<file path="src/hw/rtl/spq_pkg.sv">
//------------------------------------------------------------------------------
// spq_pkg: shared types and codes of the sorted priority queue
// Operation and status codes, controller states, control and status bundles.
//------------------------------------------------------------------------------
`default_nettype none
package spq_pkg;

    localparam int unsigned DATA_W  = 32;
    localparam int unsigned COUNT_W = 7;

    typedef enum logic [1:0] {
        OP_INSERT     = 2'd0,
        OP_REMOVE     = 2'd1,
        OP_FIND_MAX   = 2'd2,
        OP_DELETE_MAX = 2'd3
    } op_t;

    typedef enum logic [1:0] {
        ST_OK     = 2'd0,
        ST_ABSENT = 2'd1,
        ST_EMPTY  = 2'd2,
        ST_FULL   = 2'd3
    } status_t;

    typedef enum logic [2:0] {
        S_IDLE,
        S_SCAN,
        S_SHIFT,
        S_MAXRD,
        S_DONE
    } state_t;

    typedef struct packed {
        logic load;      // capture request, clear scan pointer
        logic scan_step; // read next entry during search
        logic shift_step;// move one entry during shift
        logic max_rd;    // read top entry
        logic finish;    // commit and strobe result
    } ctrl_t;

    typedef struct packed {
        logic    scan_done;
        logic    shift_done;
        logic    is_full;
        logic    is_empty;
        op_t     op;
    } stat_t;

endpackage
`default_nettype wire

</file>
<file path="src/hw/rtl/sorted_priority_queue_core.sv">
//------------------------------------------------------------------------------
// sorted_priority_queue_core: sorted multiset with insert, remove and max ops
// Sequencer plus a RAM-backed sorted store searched and shifted per entry.
//------------------------------------------------------------------------------
// channel  | ports                          | transfer
// request  | start, busy, op, value         | start && !busy at clk edge
// result   | done, status, max_value,       | done high for one cycle
//          | entry_count                    |
//
// One request at a time. For insert and remove, a linear search reads one
// RAM word a cycle up to the stop point, then entries from there shift one
// word a cycle through the RAM's single write port. Max ops and a dropped
// insert skip the search and shift.
// done rises in the same cycle that busy falls.
// Reset clears the count, the read-valid flag and the sequencer state;
// store contents need no clearing.
// The result cannot be stalled: done marks one cycle of valid result.
//------------------------------------------------------------------------------
`default_nettype none
module sorted_priority_queue_core #(
    parameter int unsigned CAPACITY = 64
) (
    input  wire logic               clk,
    input  wire logic               rst_n,
    input  wire logic               start,
    output logic                    busy,
    input  wire logic [1:0]         op,
    input  wire logic signed [31:0] value,
    output logic                    done,
    output logic [1:0]              status,
    output logic signed [31:0]      max_value,
    output logic [6:0]              entry_count
);
    import spq_pkg::*;

    ctrl_t ctrl;
    stat_t stat;

    // sequencer: steps each request through search, shift and commit
    spq_ctrl u_ctrl (
        .clk(clk), .rst_n(rst_n), .start(start), .busy(busy), .done(done),
        .ctrl(ctrl), .stat(stat)
    );

    // store and compare logic
    spq_datapath #(.CAPACITY(CAPACITY)) u_dp (
        .clk(clk), .rst_n(rst_n), .ctrl(ctrl), .stat(stat),
        .op(op), .value(value), .status(status), .max_value(max_value),
        .entry_count(entry_count)
    );

`ifndef SYNTHESIS
    a_done_not_busy: assert property (@(posedge clk) disable iff (!rst_n)
        done |-> !busy) else $error("result while busy");
    a_count_range: assert property (@(posedge clk) disable iff (!rst_n)
        done |-> entry_count <= 7'(CAPACITY)) else $error("count overflow");
    a_max_zero: assert property (@(posedge clk) disable iff (!rst_n)
        (done && status != ST_OK) |-> max_value == '0) else $error("bad max");
`endif
endmodule
`default_nettype wire

</file>
<file path="src/hw/rtl/spq_ram.sv">
//------------------------------------------------------------------------------
// spq_ram: generic single-port write, single-port read RAM
// One write and one registered read per cycle.
//------------------------------------------------------------------------------
`default_nettype none
module spq_ram #(
    parameter int unsigned WIDTH = 32,
    parameter int unsigned DEPTH = 64
) (
    input  wire logic                     clk,
    input  wire logic                     we,
    input  wire logic [$clog2(DEPTH)-1:0] waddr,
    input  wire logic [WIDTH-1:0]         wdata,
    input  wire logic [$clog2(DEPTH)-1:0] raddr,
    output logic      [WIDTH-1:0]         rdata
);
    logic [WIDTH-1:0] mem [DEPTH];

    always_ff @(posedge clk)
    begin
        if (we)
        begin
            mem[waddr] <= wdata;
        end
        rdata <= mem[raddr];
    end
endmodule
`default_nettype wire

</file>
<file path="src/hw/rtl/spq_datapath.sv">
//------------------------------------------------------------------------------
// spq_datapath: store, pointers and compare logic
// Searches the sorted store one entry a cycle and shifts entries one a cycle.
//------------------------------------------------------------------------------
`default_nettype none
module spq_datapath #(
    parameter int unsigned CAPACITY = 64
) (
    input  wire logic                         clk,
    input  wire logic                         rst_n,
    input  wire spq_pkg::ctrl_t               ctrl,
    output spq_pkg::stat_t                    stat,
    input  wire logic [1:0]                   op,
    input  wire logic signed [31:0]           value,
    output logic [1:0]                        status,
    output logic signed [31:0]                max_value,
    output logic [6:0]                        entry_count
);
    import spq_pkg::*;

    localparam int unsigned AW = $clog2(CAPACITY);
    localparam int unsigned CW = $clog2(CAPACITY + 1);

    op_t              op_reg;
    logic [31:0]      val_reg;
    logic [CW-1:0]    count_reg, count_next;
    logic [CW-1:0]    ptr_reg;      // scan index / shift index
    logic [CW-1:0]    pos_reg;      // target position
    logic             found_reg;
    logic             rd_vld_reg;   // rdata holds entry ptr_reg-1
    logic [1:0]       status_reg;
    logic [31:0]      maxv_reg;
    logic [COUNT_W-1:0] cnt_out_reg;

    logic             we;
    logic [AW-1:0]    waddr, raddr;
    logic [31:0]      wdata, rdata;
    logic             hit_stop;
    logic [CW-1:0]    top;

    spq_ram #(.WIDTH(DATA_W), .DEPTH(CAPACITY)) u_ram (
        .clk(clk), .we(we), .waddr(waddr), .wdata(wdata),
        .raddr(raddr), .rdata(rdata)
    );

    // insert stops at first entry not below value; remove at first equal
    always_comb
    begin
        if (op_reg == OP_INSERT)
        begin
            hit_stop = !((rdata ^ 32'h8000_0000) < (val_reg ^ 32'h8000_0000));
        end
        else
        begin
            hit_stop = (rdata == val_reg);
        end
    end

    assign top = count_reg - CW'(1);

    always_comb
    begin
        we    = 1'b0;
        waddr = ptr_reg[AW-1:0];
        wdata = rdata;
        raddr = ptr_reg[AW-1:0];
        if (ctrl.max_rd)
        begin
            raddr = top[AW-1:0];
        end
        if (ctrl.scan_step && stat.scan_done && op_reg == OP_INSERT)
        begin
            // fetch the top entry for the first move of the shift
            raddr = top[AW-1:0];
        end
        if (ctrl.shift_step)
        begin
            if (op_reg == OP_INSERT)
            begin
                // walk down from top: write ptr from rdata of ptr-1
                raddr = ptr_reg[AW-1:0] - AW'(2);
                if (ptr_reg == pos_reg)
                begin
                    we    = 1'b1;
                    wdata = val_reg;
                end
                else
                begin
                    we = rd_vld_reg;
                end
            end
            else
            begin
                // walk up: write ptr-2 from rdata of ptr-1
                waddr = ptr_reg[AW-1:0] - AW'(2);
                we    = rd_vld_reg && (ptr_reg < count_reg + CW'(1));
            end
        end
    end

    assign stat.scan_done  = rd_vld_reg && (hit_stop || ptr_reg > count_reg)
                             || (!rd_vld_reg && count_reg == '0 && ctrl.scan_step)
                             || (rd_vld_reg && ptr_reg == count_reg + CW'(1));
    assign stat.shift_done = (op_reg == OP_INSERT) ? (ptr_reg == pos_reg && ctrl.shift_step)
                             : (ptr_reg >= count_reg + CW'(1) && rd_vld_reg);
    assign stat.is_full    = (count_reg == CW'(CAPACITY));
    assign stat.is_empty   = (count_reg == '0);
    assign stat.op         = op_reg;

    always_comb
    begin
        count_next = count_reg;
        if (ctrl.finish)
        begin
            unique case (op_reg)
                OP_INSERT:     count_next = stat.is_full ? count_reg : count_reg + CW'(1);
                OP_REMOVE:     count_next = found_reg ? count_reg - CW'(1) : count_reg;
                OP_FIND_MAX:   count_next = count_reg;
                OP_DELETE_MAX: count_next = stat.is_empty ? count_reg : count_reg - CW'(1);
                default:       count_next = count_reg;
            endcase
        end
    end

    always_ff @(posedge clk or negedge rst_n)
    begin
        if (!rst_n)
        begin
            count_reg  <= '0;
            rd_vld_reg <= 1'b0;
        end
        else
        begin
            count_reg  <= count_next;
            rd_vld_reg <= ctrl.scan_step || ctrl.shift_step;
            if (ctrl.load || ctrl.finish)
            begin
                rd_vld_reg <= 1'b0;
            end
        end
    end

    always_ff @(posedge clk)
    begin
        if (ctrl.load)
        begin
            op_reg    <= op_t'(op);
            val_reg   <= value;
            ptr_reg   <= '0;
            found_reg <= 1'b0;
            pos_reg   <= '0;
        end
        else if (ctrl.scan_step)
        begin
            if (stat.scan_done)
            begin
                // position of stop, or count if none
                if (rd_vld_reg && hit_stop && ptr_reg <= count_reg)
                begin
                    pos_reg   <= ptr_reg - CW'(1);
                    found_reg <= 1'b1;
                end
                else
                begin
                    pos_reg   <= count_reg;
                    found_reg <= 1'b0;
                end
                ptr_reg <= '0;
            end
            else
            begin
                ptr_reg <= ptr_reg + CW'(1);
            end
        end
        else if (ctrl.shift_step)
        begin
            if (op_reg == OP_INSERT)
            begin
                ptr_reg <= ptr_reg - CW'(1);
            end
            else
            begin
                ptr_reg <= ptr_reg + CW'(1);
            end
        end
        else if (ctrl.max_rd)
        begin
            // hold the read address on the top entry until commit
            ptr_reg <= top;
        end
        // set up shift start after scan
        if (ctrl.scan_step && stat.scan_done)
        begin
            if (op_reg == OP_INSERT)
            begin
                ptr_reg <= count_reg;
            end
            else
            begin
                ptr_reg <= ((rd_vld_reg && hit_stop && ptr_reg <= count_reg)
                            ? ptr_reg : count_reg) + CW'(1);
            end
        end
    end

    // result registers
    always_ff @(posedge clk)
    begin
        if (ctrl.finish)
        begin
            maxv_reg <= '0;
            unique case (op_reg)
                OP_INSERT:
                begin
                    status_reg <= stat.is_full ? ST_FULL : ST_OK;
                end
                OP_REMOVE:
                begin
                    status_reg <= found_reg ? ST_OK : ST_ABSENT;
                end
                OP_FIND_MAX, OP_DELETE_MAX:
                begin
                    status_reg <= stat.is_empty ? ST_EMPTY : ST_OK;
                    maxv_reg   <= stat.is_empty ? '0 : rdata;
                end
                default:
                begin
                    status_reg <= ST_OK;
                end
            endcase
            cnt_out_reg <= COUNT_W'(count_next);
        end
    end

    assign status      = status_reg;
    assign max_value   = maxv_reg;
    assign entry_count = cnt_out_reg;
endmodule
`default_nettype wire

</file>
<file path="src/hw/rtl/spq_ctrl.sv">
//------------------------------------------------------------------------------
// spq_ctrl: operation sequencer
// Steps search, shift and max read, then strobes the result.
//------------------------------------------------------------------------------
`default_nettype none
module spq_ctrl (
    input  wire logic            clk,
    input  wire logic            rst_n,
    input  wire logic            start,
    output logic                 busy,
    output logic                 done,
    output spq_pkg::ctrl_t       ctrl,
    input  wire spq_pkg::stat_t  stat
);
    import spq_pkg::*;

    state_t state_reg, state_next;
    logic   done_reg;

    always_ff @(posedge clk or negedge rst_n)
    begin
        if (!rst_n)
        begin
            state_reg <= S_IDLE;
            done_reg  <= 1'b0;
        end
        else
        begin
            state_reg <= state_next;
            done_reg  <= ctrl.finish;
        end
    end

    always_comb
    begin
        state_next = state_reg;
        ctrl       = '0;
        unique case (state_reg)
            S_IDLE:
            begin
                if (start)
                begin
                    ctrl.load  = 1'b1;
                    state_next = S_SCAN;
                end
            end
            S_SCAN:
            begin
                priority if (stat.op == OP_FIND_MAX || stat.op == OP_DELETE_MAX)
                begin
                    ctrl.max_rd = 1'b1;
                    state_next  = S_MAXRD;
                end
                else if (stat.op == OP_INSERT && stat.is_full)
                begin
                    state_next = S_DONE;
                end
                else
                begin
                    ctrl.scan_step = 1'b1;
                    if (stat.scan_done)
                    begin
                        state_next = S_SHIFT;
                    end
                end
            end
            S_SHIFT:
            begin
                ctrl.shift_step = 1'b1;
                if (stat.shift_done)
                begin
                    state_next = S_DONE;
                end
            end
            S_MAXRD:
            begin
                state_next = S_DONE;
            end
            S_DONE:
            begin
                ctrl.finish = 1'b1;
                state_next  = S_IDLE;
            end
            default:
            begin
                state_next = S_IDLE;
            end
        endcase
    end

    assign busy = (state_reg != S_IDLE);
    assign done = done_reg;

`ifndef SYNTHESIS
    a_load_idle: assert property (@(posedge clk) disable iff (!rst_n)
        ctrl.load |-> state_reg == S_IDLE) else $error("load outside idle");
    a_done_after_finish: assert property (@(posedge clk) disable iff (!rst_n)
        ctrl.finish |=> done) else $error("missing strobe");
    a_busy_on_start: assert property (@(posedge clk) disable iff (!rst_n)
        (start && !busy) |=> busy) else $error("start not taken");
`endif
endmodule
`default_nettype wire

</file>
<file path="config.mk">
export PLATFORM = sky130hd
export DESIGN_NAME = sorted_priority_queue_core
export DESIGN_NICKNAME = d
export VERILOG_FILES = /design/src/hw/rtl/spq_pkg.sv /design/src/hw/rtl/sorted_priority_queue_core.sv /design/src/hw/rtl/spq_ram.sv /design/src/hw/rtl/spq_datapath.sv /design/src/hw/rtl/spq_ctrl.sv
export SDC_FILE = /design/constraint.sdc
export NUM_CORES = 2
export LEC_CHECK = 0
export ABC_AREA = 1
export BUFFER_PORTS_ARGS = -buffer_cell sky130_fd_sc_hd__buf_2
export CAP_MARGIN = 20
export CELL_PAD_IN_SITES_DETAIL_PLACEMENT = 0
export CELL_PAD_IN_SITES_GLOBAL_PLACEMENT = 1
export CORE_MARGIN = 5
export CORE_UTILIZATION = 51
export CTS_CLUSTER_SIZE = 20
export DETAILED_ROUTE_END_ITERATION = 6
export HOLD_SLACK_MARGIN = 0.12
export PLACE_DENSITY_LB_ADDON = 0.1
export SYNTH_ARGS = -nofsm -noshare
export SYNTH_HDL_FRONTEND = slang
export SYNTH_SLANG_ARGS = --single-unit
</file>
<file path="constraint.sdc">
create_clock -name clk -period 6.7 [get_ports clk]
set_input_delay 1.34 -clock clk [delete_from_list [all_inputs] [get_ports clk]]
set_output_delay 1.34 -clock clk [all_outputs]
set_load 0.03 [all_outputs]
</file>
Word level (Yosys, flattened, before mapping)

Memory sizes are Yosys's and may differ from the RTL's. A register that Yosys moved wholly into a read port is not among the register bits.
Index checks and enable logic that the tools add are counted.
W data, S select, Z words.

Reduce and logical (&&, ||, !) cells: 29
Bitwise logic cells: 3
Muxes and demuxes: 52
Add/subtract/negate cells: 6
$lt $le $gt $ge: 5
Equal/unequal tests: 14

Operators with widths:

| cell                  | count |
|---|---|
| $mux W7               | 14 |
| $mux W32              | 3 |
| $mux W6               | 6 |
| $eq A32 B32 Y1        | 1 |
| $lt A32 B32 Y1        | 1 |
| $pmux W7 S4           | 1 |
| $add A7 B1 Y7 const B | 3 |
| $mux W1               | 19 |
| $mux W3               | 5 |
| $eq A7 B7 Y1          | 2 |
| $sub A7 B1 Y7 const B | 2 |
| $logic_and A1 B1 Y1   | 12 |
| $pmux W3 S4           | 1 |
| $eq A7 B7 Y1 const B  | 1 |
| $ge A7 B7 Y1          | 1 |
| $gt A7 B7 Y1          | 1 |
| $le A7 B7 Y1          | 1 |
| $logic_not A7 Y1      | 1 |
| $lt A7 B7 Y1          | 1 |
| $eq A3 B2 Y1 const B  | 2 |
| $logic_or A1 B1 Y1    | 6 |
| $pmux W2 S3           | 1 |
| $sub A6 B2 Y6 const B | 1 |
| $reduce_bool A5 Y1    | 1 |
| 15 further kinds      | 22 |

Bits of input ports: 37
Output and inout bits: 43
Logic and storage cells: 122
RAM bits: 2,048
Memories: 1
Register bits: 102

Memories:

| memory         | words | width | read ports | clocked after Yosys merged registers in | write ports | RTL line      | RTL |
|---|---|---|---|---|---|---|---|
| u_dp.u_ram.mem | 64    | 32    | 1          | 1                                       | 1           | spq_ram.sv:17 | `logic [WIDTH-1:0] mem [DEPTH];` |

Logic depth before layout (Yosys ltp)

Word-level depth: 13
Depth in mapped cells: 28
Depth with buffers taken out: 26

By module

Synthesis repeated with hierarchy kept, for this count alone.

Cell total of the unflattened synthesis: 7,583
Area, all modules: 89,483.3 um2

Modules (own cells, without submodules):

| module       | instances | area an instance (um2) | cells each | sequential area each (um2) |
|---|---|---|---|---|
| spq_ram      | 1         | 82,738.1               | 6,769      | 62,139.6 |
| spq_datapath | 1         | 6,463.7                | 776        | 2,822.7 |
| spq_ctrl     | 1         | 281.5                  | 38         | 100.1 |

Worst setup path after synthesis

Ideal clock, no wire load.

Path kind: register -> register
Start point: register u_dp.ptr_reg[2]
End point: memory u_dp.u_ram.mem[0][1] (data pin)
Setup slack: 1,531 ps
Arrival time: 4,467 ps
Library setup time: 702 ps
Data required time: 5,998 ps
Cell stages (with the launch flop): 10
Clock period less this slack: 5,169 ps
Buffers on the path: 3
Cell sequence: edfxtp_1 -> clkbuf_1 -> inv_1 -> nand2_1 -> o21ai_0 -> a2111oi_0 -> nand4_1 -> clkbuf_1 -> clkbuf_1 -> o21ai_0

Word-level cells in the longest chain between the ends: 4

RTL lines:

| what                          | RTL line            | RTL |
|---|---|---|
| from (decl)                   | spq_datapath.sv:27  | `logic [CW-1:0] ptr_reg;` |
| from (signal assigned)        | spq_datapath.sv:172 | `ptr_reg <= ptr_reg + CW'(1);` |
| from (signal assigned)        | spq_datapath.sv:179 | `ptr_reg <= ptr_reg - CW'(1);` |
| from (signal assigned)        | spq_datapath.sv:183 | `ptr_reg <= ptr_reg + CW'(1);` |
| $eq A7 B7 Y1                  | spq_datapath.sv:82  | `if (ptr_reg == pos_reg)` |
| $mux W32                      | spq_datapath.sv:82  |  |
| $mux W32                      | spq_datapath.sv:78  | `if (op_reg == OP_INSERT)` |
| $mux W32                      | spq_datapath.sv:76  | `if (ctrl.shift_step)` |
| named net u_dp.u_ram.wdata[1] | spq_ram.sv:13       | `input wire logic [WIDTH-1:0] wdata,` |
| to (decl)                     | spq_ram.sv:17       |  |

The timed path passes the listed nets, and every way through them passes these cells.

Worst setup path in the final report

Start point: register u_dp.op_reg[1]
End point: memory u_dp.u_ram.mem[0][23], enable pin

Word-level cells in the longest chain between the ends: 5
Elaborated cells between the ends (all ways): 7
Classes of those cells: mux: 6; reduce/logical: 1

RTL lines:

| what                          | RTL line            | RTL |
|---|---|---|
| from (decl)                   | spq_datapath.sv:24  | `op_t op_reg;` |
| from (signal assigned)        | spq_datapath.sv:147 | `op_reg <= op_t'(op);` |
| $logic_not A2 Y1 (*)          | spq_datapath.sv:78  |  |
| $mux W1                       | spq_datapath.sv:78  |  |
| $mux W1                       | spq_datapath.sv:76  |  |
| $mux W1                       | spq_ram.sv:21       | `if (we)` |
| $mux W1 (not written as such) | spq_ram.sv:23       | `mem[waddr] <= wdata;` |

Mark *: on every way between the ends. The rest lies on a longest branch, timed or not.

==> metrics.cfg <==
[status]
outcome=finished clean

[detailed_routing]
detail_route.wl_per_cell_um=25.1
vias_per_cell=5.74
detailroute.via_count=63700
postRouteWirelength_mm=278
route.detailed.drc=0
detail_route.first_pass.iterations=6
final_antenna_net_count=0
detail_route.iter0.violations=7205

[critical_path]
max_stage_delay_ns=1.08
required_ns=7.19
crit_type=reg2reg
cp-start-kind=register
type_of_destination_of_the_critical_path=register
timing.critical_path.cells=nor2_4 -> o21ai_0 -> a2111oi_0 -> nand4_1 -> o21ai_0 -> o21ai_0 -> nor2_1 -> nand2_1 -> nor2_4 -> buf_4
critPathArrivalTime_ns=6.26
timing.critical_path.mode_cell=sky130_fd_sc_hd__o21ai_0
critical_path.slowest_cell=sky130_fd_sc_hd__a2111oi_0
critPathMaxFanout=23

[power]
worst_ir_drop_vdd_mv=0.514
power.clock.fraction_pct=22.5
sequentialPowerShare_pct=32.5
switching_share_pct=44.2
leakagePower_nw=40.1
powerDensity_mw_per_mm2=531
switchingPower_w=0.0243
power_frac_comb_pct=45.0
intPower_w=0.0307

[logic_synthesis]
synthesis.area_mm2=0.0923
synth.yosys.seq_area_share_pct=70.5
postSynthNetCount=8641
post_synth_num_cell_types=48
synth.largest_area_cell=sky130_fd_sc_hd__edfxtp_1
syn_area_per_cell_um2=10.8
synth_edf_count=2130
synth_common_cells=3794 x sky130_fd_sc_hd__nand2_1, 2130 x sky130_fd_sc_hd__edfxtp_1, 1491 x sky130_fd_sc_hd__nand3_1, 315 x sky130_fd_sc_hd__buf_2, 157 x sky130_fd_sc_hd__clkbuf_1
asyncSetResetFlopFracSynth_pct=0.550
synthMostInstantiatedCell=sky130_fd_sc_hd__nand2_1
synth_flop_cell=sky130_fd_sc_hd__edfxtp_1
synthesis.instances=8550
postSynthRegisterBits=2182
netlist_top_cells_area=sky130_fd_sc_hd__edfxtp_1 69%, sky130_fd_sc_hd__nand2_1 15%, sky130_fd_sc_hd__nand3_1 8.1%
yosysWarningCount=0
synth_top_area_share_pct=69.3

[clock_tree]
ctsRootBufferMaster=sky130_fd_sc_hd__clkbuf_16
cts_htree_levels=4
number_of_buffers_inserted_during_clock_tree_synthesis=226
clkTransAtPathRegs_ns=0.07
cts_post_setup_buffers_inserted=0
post_cts.resized_instances=0
number_of_hold_repair_buffers_added_at_the_cts_stage=0
cts-root-to-sink-buffers=3
clk_latency_ns=0.86
tritoncts=built
clock-sinks=2182

[layout]
top_register=u_dp.u_ram.mem
flow.area_growth_from_synthesis_pct=12.2
final_layout_size_suffix_gt1_share_pct=8.19
max_ffs_per_register=2048
finish.utilization_pct=57.4
multi_input_comb_area_mm2=0.0253
num_antenna_cells=0
total_nets_final=8624
layout_fillers=15100
area.sequential_mm2=0.0651

[floorplan]
die_h_um=436
die_area_mm2=0.190
die-width_um=436
coreArea_mm2=0.180
initial_core_utilization_pct=51.2
rows=156
top_level_ports=80

[sta]
grt_setup_unrepaired=false
finalClockSkew_ns=0.0355
timing.fmax_ghz=0.174
timing.setup.tns_ns=0
max_slew.worst_pin.slew_ns=1.23
finish_stage_setup_viols=0
report.final.slew_viol_count=0
final_hold_viol_count=0
post-route-period-util_pct=86.0
fin_hold_ws_ns=0.388
slew_headroom_pct=16.2
final_period_minus_worst_setup_slack_ns=5.76

[placed_design]
io_buffers=79
gp_routability_congestion=0.862
sum_of_net_half_perimeters_after_detailed_placement_mm=149

[flow_run]
max_cap_violations=0

[global_route]
grt_antenna_before_repair=4
grt_overflow_total=0
number_of_global_route_vias_before_repair=60400
pin_count_of_the_biggest_net_entering_global_routing=145
grt_first_pass_wirelength_mm=412
track_usage_pct=28.9

[min_path]
min-delay-path-class=in2async

metrics by stage:
step / area [µm²] / power [W] / worst slack, ns / cells
2_1_floorplan: 92300 / 0.0336 / 1.53 / 8550
3_3_place_gp: 96400 / 0.0426 / 1.05 / 10700
3_5_place_dp: 96400 / 0.0427 / 1.06 / 10700
4_1_cts: 104000 / 0.0550 / 1.03 / 11100
5_1_grt: 104000 / 0.0582 / 0.781 / 11100
6_report: 104000 / 0.0551 / 0.938 / 11100
layout make-up:
| class | instances | area share (%) |
|---|---|---|
| clock buffers | 306 | 5.96 |
| clock inverters | 111 | 1.01 |
| inverters | 137 | 0.521 |
| multi-input cells | 5710 | 24.4 |
| flip-flops and latches | 2182 | 62.8 |
| well taps | 2370 | 2.86 |
| repair buffers | 276 | 2.46 |
worst paths after layout:
check / start / to / slack (ns) / cells after the start
max in group asynchronous: rst_n / u_ctrl.state_reg[2] / 6.06 / 1
worst min register to register: u_dp.pos_reg[3] / u_dp.pos_reg[3] / 0.48 / 2
worst max-delay path: u_dp.op_reg[1] / u_dp.u_ram.mem[0][23] / 0.94 / 10
worst max register to register: u_dp.op_reg[1] / u_dp.u_ram.mem[0][23] / 0.94 / 10
worst min-delay path: rst_n / u_dp.count_reg[6] / 0.39 / 1
min in group clk: u_dp.pos_reg[3] / u_dp.pos_reg[3] / 0.48 / 2
logic make-up (layout without fill, tap and decap cells):
logic type / Yosys count / count (layout) / share of synthesized area [%]
xor+xnor: 24 / 24 / 0.228
fa+ha+maj: 54 / 54 / 0.732
flops: 2182 / 2182 / 70.5
compound gates: 164 / 164 / 0.992
simple gates: 5468 / 5468 / 24.4
buf+inv: 658 / 830 / 3.17
cells in the final DEF, fill, tap and decap left out, types with 43 or more instances in the layout:
cell	instances
sky130_fd_sc_hd__clkinv_1	43
sky130_fd_sc_hd__nand2_1	3792
sky130_fd_sc_hd__o21ai_0	52
sky130_fd_sc_hd__nor2_4	67
sky130_fd_sc_hd__inv_1	127
sky130_fd_sc_hd__clkbuf_1	65
sky130_fd_sc_hd__nand3_1	1491
sky130_fd_sc_hd__clkbuf_16	232
sky130_fd_sc_hd__ha_1	54
sky130_fd_sc_hd__buf_12	54
sky130_fd_sc_hd__edfxtp_1	2130
sky130_fd_sc_hd__buf_4	143
sky130_fd_sc_hd__buf_2	79
sky130_fd_sc_hd__nor2_1	85
critical path, delay by kind of cell, from the launching register on:
kind,cells,cell delay [ns]
buf+inv,1,0.42
flops,1,0.60
compound gates,4,1.63
simple gates,5,2.70
metal layers:
metal / vias up / global-route usage (%) / routed length (µm)
li1: 29200 / - / -
met1: 31300 / 42.3 / 120000
met2: 2739 / 46.4 / 130000
met3: 402 / 4.18 / 22700
met4: 4 / 6.81 / 5690
met5: - / 0 / 27
power by group through the flow:
stage               Sequential (W)  Combinational, W  Clock (W)
floorplan                   0.0182            0.0154          0
global placement            0.0182            0.0244          0
detailed placement          0.0182            0.0245          0
CTS                         0.0179            0.0246     0.0125
global route                0.0179            0.0271     0.0131
finish                      0.0179            0.0248     0.0124
Note: power is estimated with default switching activity, not from simulation.
